### src/rtl/u8u16_pkg.sv
`default_nettype none
// ----------------------------------------------------------------------------
// u8u16_pkg
// Shared types and constants for the UTF-8 to UTF-16 decoder core.
// ----------------------------------------------------------------------------
package u8u16_pkg;

  localparam int ByteW  = 8;
  localparam int UnitW  = 16;
  localparam int AccW   = 31;
  localparam int PendW  = 3;
  localparam int OffW   = 20;

  localparam logic [UnitW-1:0] HiSurBase = 16'hD800;
  localparam logic [UnitW-1:0] LoSurBase = 16'hDC00;
  localparam logic [OffW-1:0]  SupBase   = 20'h10000;

  // One result word.
  typedef struct packed {
    logic [UnitW-1:0] code_unit;
    logic             end_of_string;
    logic             last_of_run;
  } unit_t;

  // Results caused by one input byte, first one goes out first.
  typedef struct packed {
    logic [1:0] num;
    unit_t      first;
    unit_t      second;
  } dec_res_t;

  // Buffer status seen by the decode stage.
  typedef struct packed {
    logic can_load;
  } obuf_stat_t;

endpackage
`default_nettype wire

### src/rtl/u8u16_if.sv
`default_nettype none
// ----------------------------------------------------------------------------
// u8u16_if
// Valid/ready channels for input bytes and result code units.
// ----------------------------------------------------------------------------
interface u8u16_in_if;
  logic                       valid;
  logic                       ready;
  logic [u8u16_pkg::ByteW-1:0] byte_in;

  modport source (output valid, output byte_in, input ready);
  modport sink   (input valid, input byte_in, output ready);
endinterface

interface u8u16_out_if;
  logic                        valid;
  logic                        ready;
  logic [u8u16_pkg::UnitW-1:0] code_unit;
  logic                        end_of_string;
  logic                        last_of_run;

  modport source (output valid, output code_unit, output end_of_string,
                  output last_of_run, input ready);
  modport sink   (input valid, input code_unit, input end_of_string,
                  input last_of_run, output ready);
endinterface
`default_nettype wire

### src/rtl/u8u16_dec.sv
`default_nettype none
// ----------------------------------------------------------------------------
// u8u16_dec
// Input byte register, code point accumulator and single-pass decode.
// ----------------------------------------------------------------------------
module u8u16_dec (
  input  wire logic                  clk,
  input  wire logic                  rst_n,
  u8u16_in_if.sink                   in_if,
  input  wire u8u16_pkg::obuf_stat_t stat,
  output u8u16_pkg::dec_res_t        res,
  output logic                       load
);

  logic [u8u16_pkg::ByteW-1:0] byte_r;
  logic                        byte_v_r;
  logic [u8u16_pkg::AccW-1:0]  acc_r, acc_nxt;
  logic [u8u16_pkg::PendW-1:0] pend_r, pend_nxt;
  logic [u8u16_pkg::AccW-1:0]  acc_cat;
  logic [u8u16_pkg::OffW-1:0]  off;
  logic                        fire;

  assign acc_cat = {acc_r[u8u16_pkg::AccW-7:0], byte_r[5:0]};
  assign off     = acc_cat[u8u16_pkg::OffW-1:0] - u8u16_pkg::SupBase;

  always_comb begin
    res     = '0;
    acc_nxt = acc_r;
    pend_nxt = pend_r;
    if (pend_r == '0) begin
      if (byte_r == '0) begin
        res.num                 = 2'd1;
        res.first.end_of_string = 1'b1;
        res.first.last_of_run   = 1'b1;
      end else if (byte_r[7] == 1'b0) begin
        res.num               = 2'd1;
        res.first.code_unit   = {8'd0, byte_r};
        res.first.last_of_run = 1'b1;
      end else if (byte_r[7:5] == 3'b110) begin
        acc_nxt  = {26'd0, byte_r[4:0]};
        pend_nxt = 3'd1;
      end else if (byte_r[7:4] == 4'b1110) begin
        acc_nxt  = {27'd0, byte_r[3:0]};
        pend_nxt = 3'd2;
      end else if (byte_r[7:3] == 5'b11110) begin
        acc_nxt  = {28'd0, byte_r[2:0]};
        pend_nxt = 3'd3;
      end else if (byte_r[7:2] == 6'b111110) begin
        acc_nxt  = {29'd0, byte_r[1:0]};
        pend_nxt = 3'd4;
      end else if (byte_r[7:1] == 7'b1111110) begin
        acc_nxt  = {30'd0, byte_r[0]};
        pend_nxt = 3'd5;
      end
      // stray continuation and 0xFE/0xFF: drop
    end else begin
      pend_nxt = pend_r - 3'd1;
      acc_nxt  = acc_cat;
      if (pend_r == 3'd1) begin
        acc_nxt = '0;
        if (acc_cat[u8u16_pkg::AccW-1:16] == '0) begin
          res.num               = 2'd1;
          res.first.code_unit   = acc_cat[15:0];
          res.first.last_of_run = 1'b1;
        end else begin
          // surrogate pair, high unit first
          res.num                = 2'd2;
          res.first.code_unit    = u8u16_pkg::HiSurBase | {6'd0, off[19:10]};
          res.second.code_unit   = u8u16_pkg::LoSurBase | {6'd0, off[9:0]};
          res.second.last_of_run = 1'b1;
        end
      end
    end
  end

  assign fire        = byte_v_r && ((res.num == 2'd0) || stat.can_load);
  assign load        = fire && (res.num != 2'd0);
  assign in_if.ready = !byte_v_r || fire;

  always_ff @(posedge clk) begin
    if (!rst_n) begin
      byte_v_r <= 1'b0;
      acc_r    <= '0;
      pend_r   <= '0;
    end else begin
      if (fire) begin
        acc_r  <= acc_nxt;
        pend_r <= pend_nxt;
      end
      if (in_if.ready) begin
        byte_v_r <= in_if.valid;
      end
    end
  end

  always_ff @(posedge clk) begin
    if (in_if.ready && in_if.valid) begin
      byte_r <= in_if.byte_in;
    end
  end

  a_pend_range: assert property (@(posedge clk) disable iff (!rst_n)
    pend_r <= 3'd5) else $error("pending count out of range");

  a_held_stalls: assert property (@(posedge clk) disable iff (!rst_n)
    byte_v_r && !fire |=> byte_v_r && $stable(byte_r) && $stable(pend_r))
    else $error("stalled byte lost or state moved");

endmodule
`default_nettype wire

### src/rtl/u8u16_obuf.sv
`default_nettype none
// ----------------------------------------------------------------------------
// u8u16_obuf
// Two-entry result register; holds a surrogate pair while the sink stalls.
// ----------------------------------------------------------------------------
module u8u16_obuf (
  input  wire logic                clk,
  input  wire logic                rst_n,
  input  wire u8u16_pkg::dec_res_t res,
  input  wire logic                load,
  output u8u16_pkg::obuf_stat_t    stat,
  u8u16_out_if.source              out_if
);

  u8u16_pkg::unit_t head_r, tail_r;
  logic [1:0]       count_r, count_nxt;
  logic             pop;

  assign pop           = (count_r != 2'd0) && out_if.ready;
  assign stat.can_load = (count_r == 2'd0) || ((count_r == 2'd1) && pop);

  always_comb begin
    count_nxt = count_r;
    if (load) begin
      count_nxt = res.num;
    end else if (pop) begin
      count_nxt = count_r - 2'd1;
    end
  end

  always_ff @(posedge clk) begin
    if (!rst_n) begin
      count_r <= '0;
    end else begin
      count_r <= count_nxt;
    end
  end

  always_ff @(posedge clk) begin
    if (load) begin
      head_r <= res.first;
      tail_r <= res.second;
    end else if (pop) begin
      // advance second word to the head
      head_r <= tail_r;
    end
  end

  assign out_if.valid         = (count_r != 2'd0);
  assign out_if.code_unit     = head_r.code_unit;
  assign out_if.end_of_string = head_r.end_of_string;
  assign out_if.last_of_run   = head_r.last_of_run;

  a_count_range: assert property (@(posedge clk) disable iff (!rst_n)
    count_r != 2'd3) else $error("buffer count overflow");

  a_pair_head: assert property (@(posedge clk) disable iff (!rst_n)
    count_r == 2'd2 |-> !head_r.last_of_run && tail_r.last_of_run)
    else $error("pair order broken");

endmodule
`default_nettype wire

### src/rtl/utf8_to_utf16_decoder_core.sv
`default_nettype none
// Path: an accepted byte is held in the input byte register, decoded combinationally
//   and loaded into the result register, from which the sink takes its code units.
// Throughput: one byte per cycle while the sink keeps ready high; a surrogate pair
//   holds the result register until both units are taken, stalling further loads.
// Reset (synchronous, rst_n low) clears the accumulator, pending count, the
//   input valid flag and the result count; no clearing pass.
// ----------------------------------------------------------------------------
// utf8_to_utf16_decoder_core
// UTF-8 byte stream to UTF-16 code units with end-of-string marking.
// ----------------------------------------------------------------------------
module utf8_to_utf16_decoder_core (
  input  wire logic   clk,
  input  wire logic   rst_n,
  u8u16_in_if.sink    in_if,
  u8u16_out_if.source out_if
);

  u8u16_pkg::dec_res_t   res;
  u8u16_pkg::obuf_stat_t stat;
  logic                  load;

  u8u16_dec u_dec (
    .clk   (clk),
    .rst_n (rst_n),
    .in_if (in_if),
    .stat  (stat),
    .res   (res),
    .load  (load)
  );

  u8u16_obuf u_obuf (
    .clk    (clk),
    .rst_n  (rst_n),
    .res    (res),
    .load   (load),
    .stat   (stat),
    .out_if (out_if)
  );

endmodule
`default_nettype wire

### src/flat_wrapper.sv
// flat-port wrapper written by rule: the top's interface ports become plain ports
module utf8_to_utf16_decoder_core_flat 
  (clk, rst_n, in_if_valid, in_if_byte_in, in_if_ready, out_if_valid, out_if_code_unit, out_if_end_of_string, out_if_last_of_run, out_if_ready);
  u8u16_in_if in_if_i ();
  u8u16_out_if out_if_i ();
  input  wire logic clk;
  input  wire logic rst_n;
  input wire logic [$bits(in_if_i.valid)-1:0] in_if_valid;
  input wire logic [$bits(in_if_i.byte_in)-1:0] in_if_byte_in;
  output wire logic [$bits(in_if_i.ready)-1:0] in_if_ready;
  output wire logic [$bits(out_if_i.valid)-1:0] out_if_valid;
  output wire logic [$bits(out_if_i.code_unit)-1:0] out_if_code_unit;
  output wire logic [$bits(out_if_i.end_of_string)-1:0] out_if_end_of_string;
  output wire logic [$bits(out_if_i.last_of_run)-1:0] out_if_last_of_run;
  input wire logic [$bits(out_if_i.ready)-1:0] out_if_ready;
  assign in_if_i.valid = in_if_valid;
  assign in_if_i.byte_in = in_if_byte_in;
  assign in_if_ready = in_if_i.ready;
  assign out_if_valid = out_if_i.valid;
  assign out_if_code_unit = out_if_i.code_unit;
  assign out_if_end_of_string = out_if_i.end_of_string;
  assign out_if_last_of_run = out_if_i.last_of_run;
  assign out_if_i.ready = out_if_ready;
  utf8_to_utf16_decoder_core u_core (.clk(clk), .rst_n(rst_n), .in_if(in_if_i), .out_if(out_if_i));
endmodule
### config.mk
export PLATFORM = sky130hd
export DESIGN_NAME = utf8_to_utf16_decoder_core_flat
export DESIGN_NICKNAME = d
export VERILOG_FILES = /design/src/rtl/u8u16_pkg.sv /design/src/rtl/u8u16_if.sv /design/src/rtl/u8u16_dec.sv /design/src/rtl/u8u16_obuf.sv /design/src/rtl/utf8_to_utf16_decoder_core.sv /design/src/flat_wrapper.sv
export SDC_FILE = /design/constraint.sdc
export NUM_CORES = 1
export LEC_CHECK = 0
export BUFFER_PORTS_ARGS = -buffer_cell sky130_fd_sc_hd__buf_2
export CAP_MARGIN = 20
export CORE_MARGIN = 3
export CORE_UTILIZATION = 63
export CTS_CLUSTER_SIZE = 10
export DETAILED_ROUTE_END_ITERATION = 16
export GPL_TIMING_DRIVEN = 0
export PLACE_DENSITY = 0.84
export SYNTH_ARGS = -nofsm -noshare
export SYNTH_HDL_FRONTEND = slang
export SYNTH_SLANG_ARGS = --single-unit
### constraint.sdc
create_clock -name clk -period 4.2 [get_ports clk]
set_input_delay 0.84 -clock clk [delete_from_list [all_inputs] [get_ports clk]]
set_output_delay 0.84 -clock clk [all_outputs]
set_load 0.01 [all_outputs]
# Yosys cells after proc, flatten, opt, wreduce, memory -nomap -nowiden

Cells that the tools add are included.

Latch bits: 0
Register bits: 74
Memories: 0
Bits of input ports: 12
ROM bits: 0
Bits in writable memories: 0

Magnitude comparators: 0
Reductions and logical operators: 20
Equal/unequal tests: 10
Bitwise operators: 1
Mux-type cells: 36
$add $sub $neg: 3
Multiply operators: 0
Divide/modulo/power cells: 0
Shift-type cells: 0

Operators with widths:

| cell                     | number |
|---|---|
| $mux W25                 | 9 |
| $mux W18                 | 5 |
| $mux W17                 | 2 |
| $mux W16                 | 2 |
| $mux W3                  | 8 |
| $sub A20 B17 Y20 const B | 1 |
| $logic_not A15 Y1        | 1 |
| $logic_not A8 Y1         | 1 |
| $eq A7 B7 Y1 const B     | 1 |
| $mux W1                  | 7 |
| $eq A6 B6 Y1 const B     | 1 |
| $mux W2                  | 3 |
| $ne A6 B1 Y1 const B     | 1 |
| $reduce_bool A2 Y1       | 3 |
| $eq A5 B5 Y1 const B     | 1 |
| $logic_and A1 B1 Y1      | 5 |
| $eq A4 B4 Y1 const B     | 1 |
| $logic_not A2 Y1         | 2 |
| $ne A2 B2 Y1 const B     | 2 |
| $reduce_and A4 Y1        | 1 |
| $eq A3 B1 Y1 const B     | 1 |
| $eq A3 B3 Y1 const B     | 1 |
| $logic_not A3 Y1         | 1 |
| $logic_or A1 B1 Y1       | 3 |
| 7 further kinds          | 7 |

# Logic depth before layout (Yosys ltp)

Word-level depth: 9
Gate-level depth with buffers: 9

# Hierarchy

From an unflattened synthesis, not the netlist that was laid out.

Cells, all modules: 324
Area, all modules: 3557.2 sq um

By module, submodules not included:

| module     | area each (sq um) | times used | cells an instance |
|---|---|---|---|
| u8u16_dec  | 2098.3            | 1          | 249 |
| u8u16_obuf | 1458.9            | 1          | 75 |

# Least setup slack after synthesis

Ideal clock, no wire load.

Path type: register to register
Start: register u_core.u_dec.pend_r[0] (netlist name)
End: register u_core.u_obuf.head_r (netlist bit u_core.u_obuf.out_if.code_unit[0]), enable pin
Setup slack: 1.874 ns
Setup time: 0.344 ns
Period minus slack after synthesis: 2.326 ns
Path buffers: 1
Arrival: 1.981 ns
Cell stages (with the launch flop): 8
Path through: dfxtp_1 inv_1 ha_1 buf_2 nand2b_1 a211o_1 inv_1 or2_2

Longest elaborated chain between the ends: 8
Elaborated cells on any way between the ends: 10
Those cells by class: 1 x eq/ne; 2 x mux; 7 x reduce/logical

RTL lines:

| what                                  | line             | source |
|---|---|---|
| start, declared                       | u8u16_dec.sv:18  | `logic [u8u16_pkg::PendW-1:0] pend_r, pend_nxt;` |
| start signal, assigned                | u8u16_dec.sv:88  | `pend_r <= pend_nxt;` |
| $eq A3 B1 Y1                          | u8u16_dec.sv:59  | `if (pend_r == 3'd1) begin` |
| $mux W18                              | u8u16_dec.sv:59  |  |
| $mux W18 *                            | u8u16_dec.sv:30  | `if (pend_r == '0) begin` |
| $logic_not A2 Y1                      | u8u16_dec.sv:76  | `assign fire = byte_v_r && ((res.num == 2'd0) \|\| stat.can_load);` |
| $logic_or A1 B1 Y1                    | u8u16_dec.sv:76  |  |
| $logic_and A1 B1 Y1                   | u8u16_dec.sv:76  |  |
| $logic_and A1 B1 Y1 *                 | u8u16_dec.sv:77  | `assign load = fire && (res.num != 2'd0);` |
| $reduce_bool A2 Y1 (no source line) * | -                |  |
| end signal, assigned                  | u8u16_obuf.sv:41 | `head_r <= res.first;` |
| end signal, assigned                  | u8u16_obuf.sv:45 | `head_r <= tail_r;` |
| end, declared                         | u8u16_obuf.sv:15 | `u8u16_pkg::unit_t head_r, tail_r;` |

Mark *: on every way between the ends. The rest lies on a longest branch, timed or not.
A chain may end at the register's enable or synchronous reset.

# Worst setup path in the final report

Start: register u_core.u_dec.pend_r[0] (netlist name)
End: register u_core.u_obuf.head_r (netlist bit u_core.u_obuf.out_if.code_unit[2]) (data pin)

Longest elaborated chain between the ends: 8
Elaborated cells on any way between the ends: 10
Those cells by class: 1 x eq/ne; 3 x mux; 6 x reduce/logical

RTL lines:

| what                | line             | source |
|---|---|---|
| $eq A3 B1 Y1        | u8u16_dec.sv:59  |  |
| $mux W18            | u8u16_dec.sv:59  |  |
| $mux W18 *          | u8u16_dec.sv:30  |  |
| $logic_not A2 Y1    | u8u16_dec.sv:76  |  |
| $logic_or A1 B1 Y1  | u8u16_dec.sv:76  |  |
| $logic_and A1 B1 Y1 | u8u16_dec.sv:76  |  |
| $logic_and A1 B1 Y1 | u8u16_dec.sv:77  |  |
| $mux W18 *          | u8u16_obuf.sv:40 | `if (load) begin` |

Marks and branches as above.

==> flow_summary.rst <==
.. list-table::
   :header-rows: 1

   * - Metric
     - Value
   * - Result of the run
     - finished clean
   * - Post-CTS clock slew at the launch and capture registers of the worst setup and hold paths
     - ~0.07 ns
   * - Residual overflow from global routing
     - 0
   * - Type of origin of the critical path
     - flop
   * - Net count after synthesis
     - 328
   * - Number of CTS-inserted buffers
     - 9
   * - Setup repair after global routing missed its margin
     - no
   * - Vias after detailed routing
     - roughly 2600
   * - Global-route wire length before repair
     - 11.0 mm
   * - Post-detail-place hpwl
     - between 4 and 5 mm
   * - Maximum net fanout on the critical path
     - 10
   * - Worst-case headroom to the max-slew limit
     - 34.2%
   * - Worst voltage drop across the vdd grid
     - ~0.28 mV
   * - Slowest stage delay, CP
     - 0.80 ns
   * - Fraction of layout instances using a drive strength above 1
     - between 15 and 20%
   * - Arrival time of data at the critical path endpoint
     - 2.95 ns
   * - Worst hold path type
     - reg -> reg
   * - Largest net degree at the start of global routing
     - 21
   * - Dpl cell area
     - 3420 um^2
   * - Total count of hold-check failures in the final report
     - 0
   * - Antenna violations before repair
     - 0
   * - Post-detailed-routing wire length
     - 6.90 mm
   * - First drt pass iteration count
     - 6
   * - Buffers and inverters on the worst path
     - 3
   * - Fmax
     - 364 MHz
   * - # Post-CTS Setup Buffers
     - 0
   * - 1st-iter DRT viols
     - 227
   * - Horiz. Die Dim
     - 77.0 um
   * - Met2 Resource Use GR
     - 36.7%
   * - Source-to-sink clock delay at the later pin of the worst-skew pair
     - 0.34 ns
   * - Crit path cell chain
     - inv_1 > ha_1 > buf_2 > nor3b_1 > nand3_1 > clkbuf_1 > o22ai_2 > a221o_1
   * - IO Count
     - 32
   * - PD cells
     - approximately 420 nW/um^2
   * - Number of global-route vias before repair
     - between 2000 and 2500
   * - Critical path type
     - reg -> reg
   * - Number of instances in the synthesized netlist
     - just over 300
   * - Fraction of the cycle the final worst path needs
     - 65.4%
   * - Routed wire per std cell
     - roughly 16 um
   * - Count of buffers inserted at the top-level ports
     - 31
   * - Total global routing track utilization
     - 23.5%
   * - Clock period minus final worst setup slack
     - 2.75 ns
   * - Average vias per placed instance
     - 6.26
   * - Endpoint required time on the critical path
     - between 4 and 5 ns
   * - Synth warnings
     - 0
   * - Number of cell rows
     - 25
   * - Initial standard-cell utilization of the core
     - 66.4%
   * - Hold bufs inserted after CTS
     - 0
   * - CP delay by family, top
     - simple AND/OR/NAND/NOR gates
   * - Area enclosed by the die boundary
     - 5930 um^2
   * - RD Place Congestion
     - 0.892
   * - Diode count
     - 0
   * - Number of resized instances in the post-cts repair step
     - 0
   * - Netlist Area Pre-Place
     - 3180 um^2
   * - Fraction of the yosys area taken by sequential cells
     - roughly 54%
   * - Final setup fails
     - 0
   * - CP max stage cell
     - sky130_fd_sc_hd__nor3b_1
   * - Maximum level of the CTS H-tree
     - 3
   * - Setup TNS
     - 0 ns
   * - Post-route DRC
     - 0
   * - Final standard cell area without fillers
     - 3580 um^2
   * - Slew Limit Fails
     - 0
   * - NumNets Final
     - 370
   * - Library cells used by synthesis
     - between 40 and 50
   * - Clock sink count
     - 68
   * - Category of the worst setup path capture point
     - flop
   * - Met3 GRT Util
     - 5.52%
   * - Root Driver
     - sky130_fd_sc_hd__clkbuf_8
   * - Number of nets still failing antenna checks after routing
     - 0
   * - Fillers
     - ~350
   * - Area growth from synthesis to layout
     - 12.5%
   * - Largest clock skew in the final design
     - 0.00637 ns
   * - GRT busiest layer
     - met2
   * - Core area
     - 4790 um^2
   * - M1 GR Usage
     - 30.6%
   * - Die H
     - 77.0 um
   * - Syn Area/Cell
     - about 10 um^2
   * - Clock tree from TritonCTS
     - done
   * - Static power due to leakage
     - between 0.001 and 0.0015 uW
   * - Flip-flop and latch count after synthesis
     - 68
   * - Number of buffers on the longest clock path
     - 2
   * - Number of max-cap violations
     - 0
   * - Measured slew at the worst slew-check pin
     - 0.985 ns
routing by layer:
layer	wire [um]	up-vias
met2	3220	133
met1	2870	1232
met5	0	-
li1	-	1259
met3	606	25
met4	198	0
final timing paths:
kind | from | endpoint | slack (ns) | depth (start not counted)
max | u_core.u_dec.pend_r[0] | u_core.u_obuf.out_if.code_unit[2] | 1.45 | 8
min | u_core.u_dec.acc_r[23] | u_core.u_dec.acc_r[23] | 0.48 | 2
max reg2reg | u_core.u_dec.pend_r[0] | u_core.u_obuf.out_if.code_unit[2] | 1.45 | 8
min reg2reg | u_core.u_dec.acc_r[23] | u_core.u_dec.acc_r[23] | 0.48 | 2
logic make-up (layout without fill, tap and decap cells):
kind of cell	count (synthesis)	count (layout)	synth area share [%]
AO/OA/AOI/OAI	101	101	20.0
XOR/XNOR	2	2	0.551
adder cells (fa/ha/maj)	7	7	2.76
buffers and inverters	35	82	4.37
flip-flops	68	68	54.5
multiplexers	2	2	0.630
AND/OR/NAND/NOR	94	94	17.2
cell usage after synthesis (all sizes together):
master,number,area (um^2)
nor4b,1,8.76
o21ai,37,185
o31ai,1,7.51
or4,2,15.0
nand2b,5,31.3
nand4,23,144
nand4b,1,8.76
o2111ai,1,8.76
ha,7,87.6
a221o,7,70.1
dfxtp,31,621
a311oi,1,8.76
nor3b,2,15.0
nor4,3,18.8
a221oi,1,15.0
and2,9,56.3
o22ai,1,12.5
and4,1,8.76
nand2,11,41.3
mux2i,2,20.0
nand3,5,25.0
a211oi,2,20.0
nor2,9,33.8
a211o,2,17.5
and3b,1,8.76
a22o,1,8.76
buf,4,22.5
edfxtp,37,1110
clkbuf,20,75.1
a31oi,3,18.8
nor3,1,5.00
o21bai,1,7.51
inv,11,41.3
a21oi,35,175
a21o,3,22.5
o41ai,2,25.0
and3,11,68.8
xor2,2,17.5
or2,2,12.5
o221a,3,33.8
nor2b,7,43.8
registers in the layout, indices dropped and copies added, names as in the netlist:
register	cells
u_core.u_obuf.out_if.code_unit	16
u_core.u_dec.byte_r	8
u_core.u_dec.pend_r	3
u_core.u_obuf.count_r	2
u_core.u_obuf.out_if.last_of_run	1
u_core.u_dec.byte_v_r	1
u_core.u_dec.acc_r	25
u_core.u_obuf.tail_r	11
u_core.u_obuf.out_if.end_of_string	1
layout by cell type, fill, tap and decap left out, types with 2 or more instances in the layout:
master                     count
sky130_fd_sc_hd__nor3b_1       2
sky130_fd_sc_hd__nand2b_1      5
sky130_fd_sc_hd__edfxtp_1     37
sky130_fd_sc_hd__clkinv_2      3
sky130_fd_sc_hd__o21ai_0      36
sky130_fd_sc_hd__xor2_1        2
sky130_fd_sc_hd__a21o_1        3
sky130_fd_sc_hd__dfxtp_1      31
sky130_fd_sc_hd__a31oi_1       3
sky130_fd_sc_hd__or2_2         2
sky130_fd_sc_hd__nand2_1      11
sky130_fd_sc_hd__a221o_1       7
sky130_fd_sc_hd__or4_1         2
sky130_fd_sc_hd__clkbuf_1     21
sky130_fd_sc_hd__nand4_1      23
sky130_fd_sc_hd__nor4_1        3
sky130_fd_sc_hd__and3_1       11
sky130_fd_sc_hd__and2_1        9
sky130_fd_sc_hd__ha_1          7
sky130_fd_sc_hd__a21oi_1      35
sky130_fd_sc_hd__nor2_1        9
sky130_fd_sc_hd__a211o_1       2
sky130_fd_sc_hd__clkbuf_8      9
sky130_fd_sc_hd__o221a_2       3
sky130_fd_sc_hd__clkinv_1      2
sky130_fd_sc_hd__nor2b_1       7
sky130_fd_sc_hd__mux2i_1       2
sky130_fd_sc_hd__inv_1        10
sky130_fd_sc_hd__buf_2        34
sky130_fd_sc_hd__nand3_1       5
report_power, final:
group / internal [uW] / total [uW] / switching (uW)
Clock: 208 / 444 / 236
Combinational: 87.3 / 270 / 182
Sequential: 759 / 781 / 21.3
stage by stage:
step           util (%)  instances  power, uW  setup slack [ns]  hold slack [ns]
3_5_place_dp       71.4        407       1060              1.54            0.473
2_1_floorplan         -        309        977              1.87            0.449
6_report           74.7        423       1490              1.45            0.482
4_1_cts            74.7        423       1490              1.51            0.486
3_3_place_gp       71.4        407       1050              1.59            0.460
5_1_grt            74.7        423       1550              1.22            0.502
worst register-to-register path: cells and delay by family, from the launching register on:
| family | cells | cell delay, ns |
|---|---|---|
| compound gates | 2 | 0.53 |
| fa+ha+maj | 1 | 0.19 |
| buf+inv | 3 | 0.54 |
| flops | 1 | 0.37 |
| simple gates | 2 | 1.00 |
area by class of cell:
cell class,count,area (um^2),share of cell area [%]
buffer,24,97.6,2.73
clock buffer,10,128,3.57
clock inverter,6,31.3,0.875
inverter,11,41.3,1.15
multi-input combinational,206,1310,36.6
sequential,68,1730,48.4
tap,67,83.8,2.34
timing repair buffer,31,155,4.34
(Power assumes the default switching activity.)
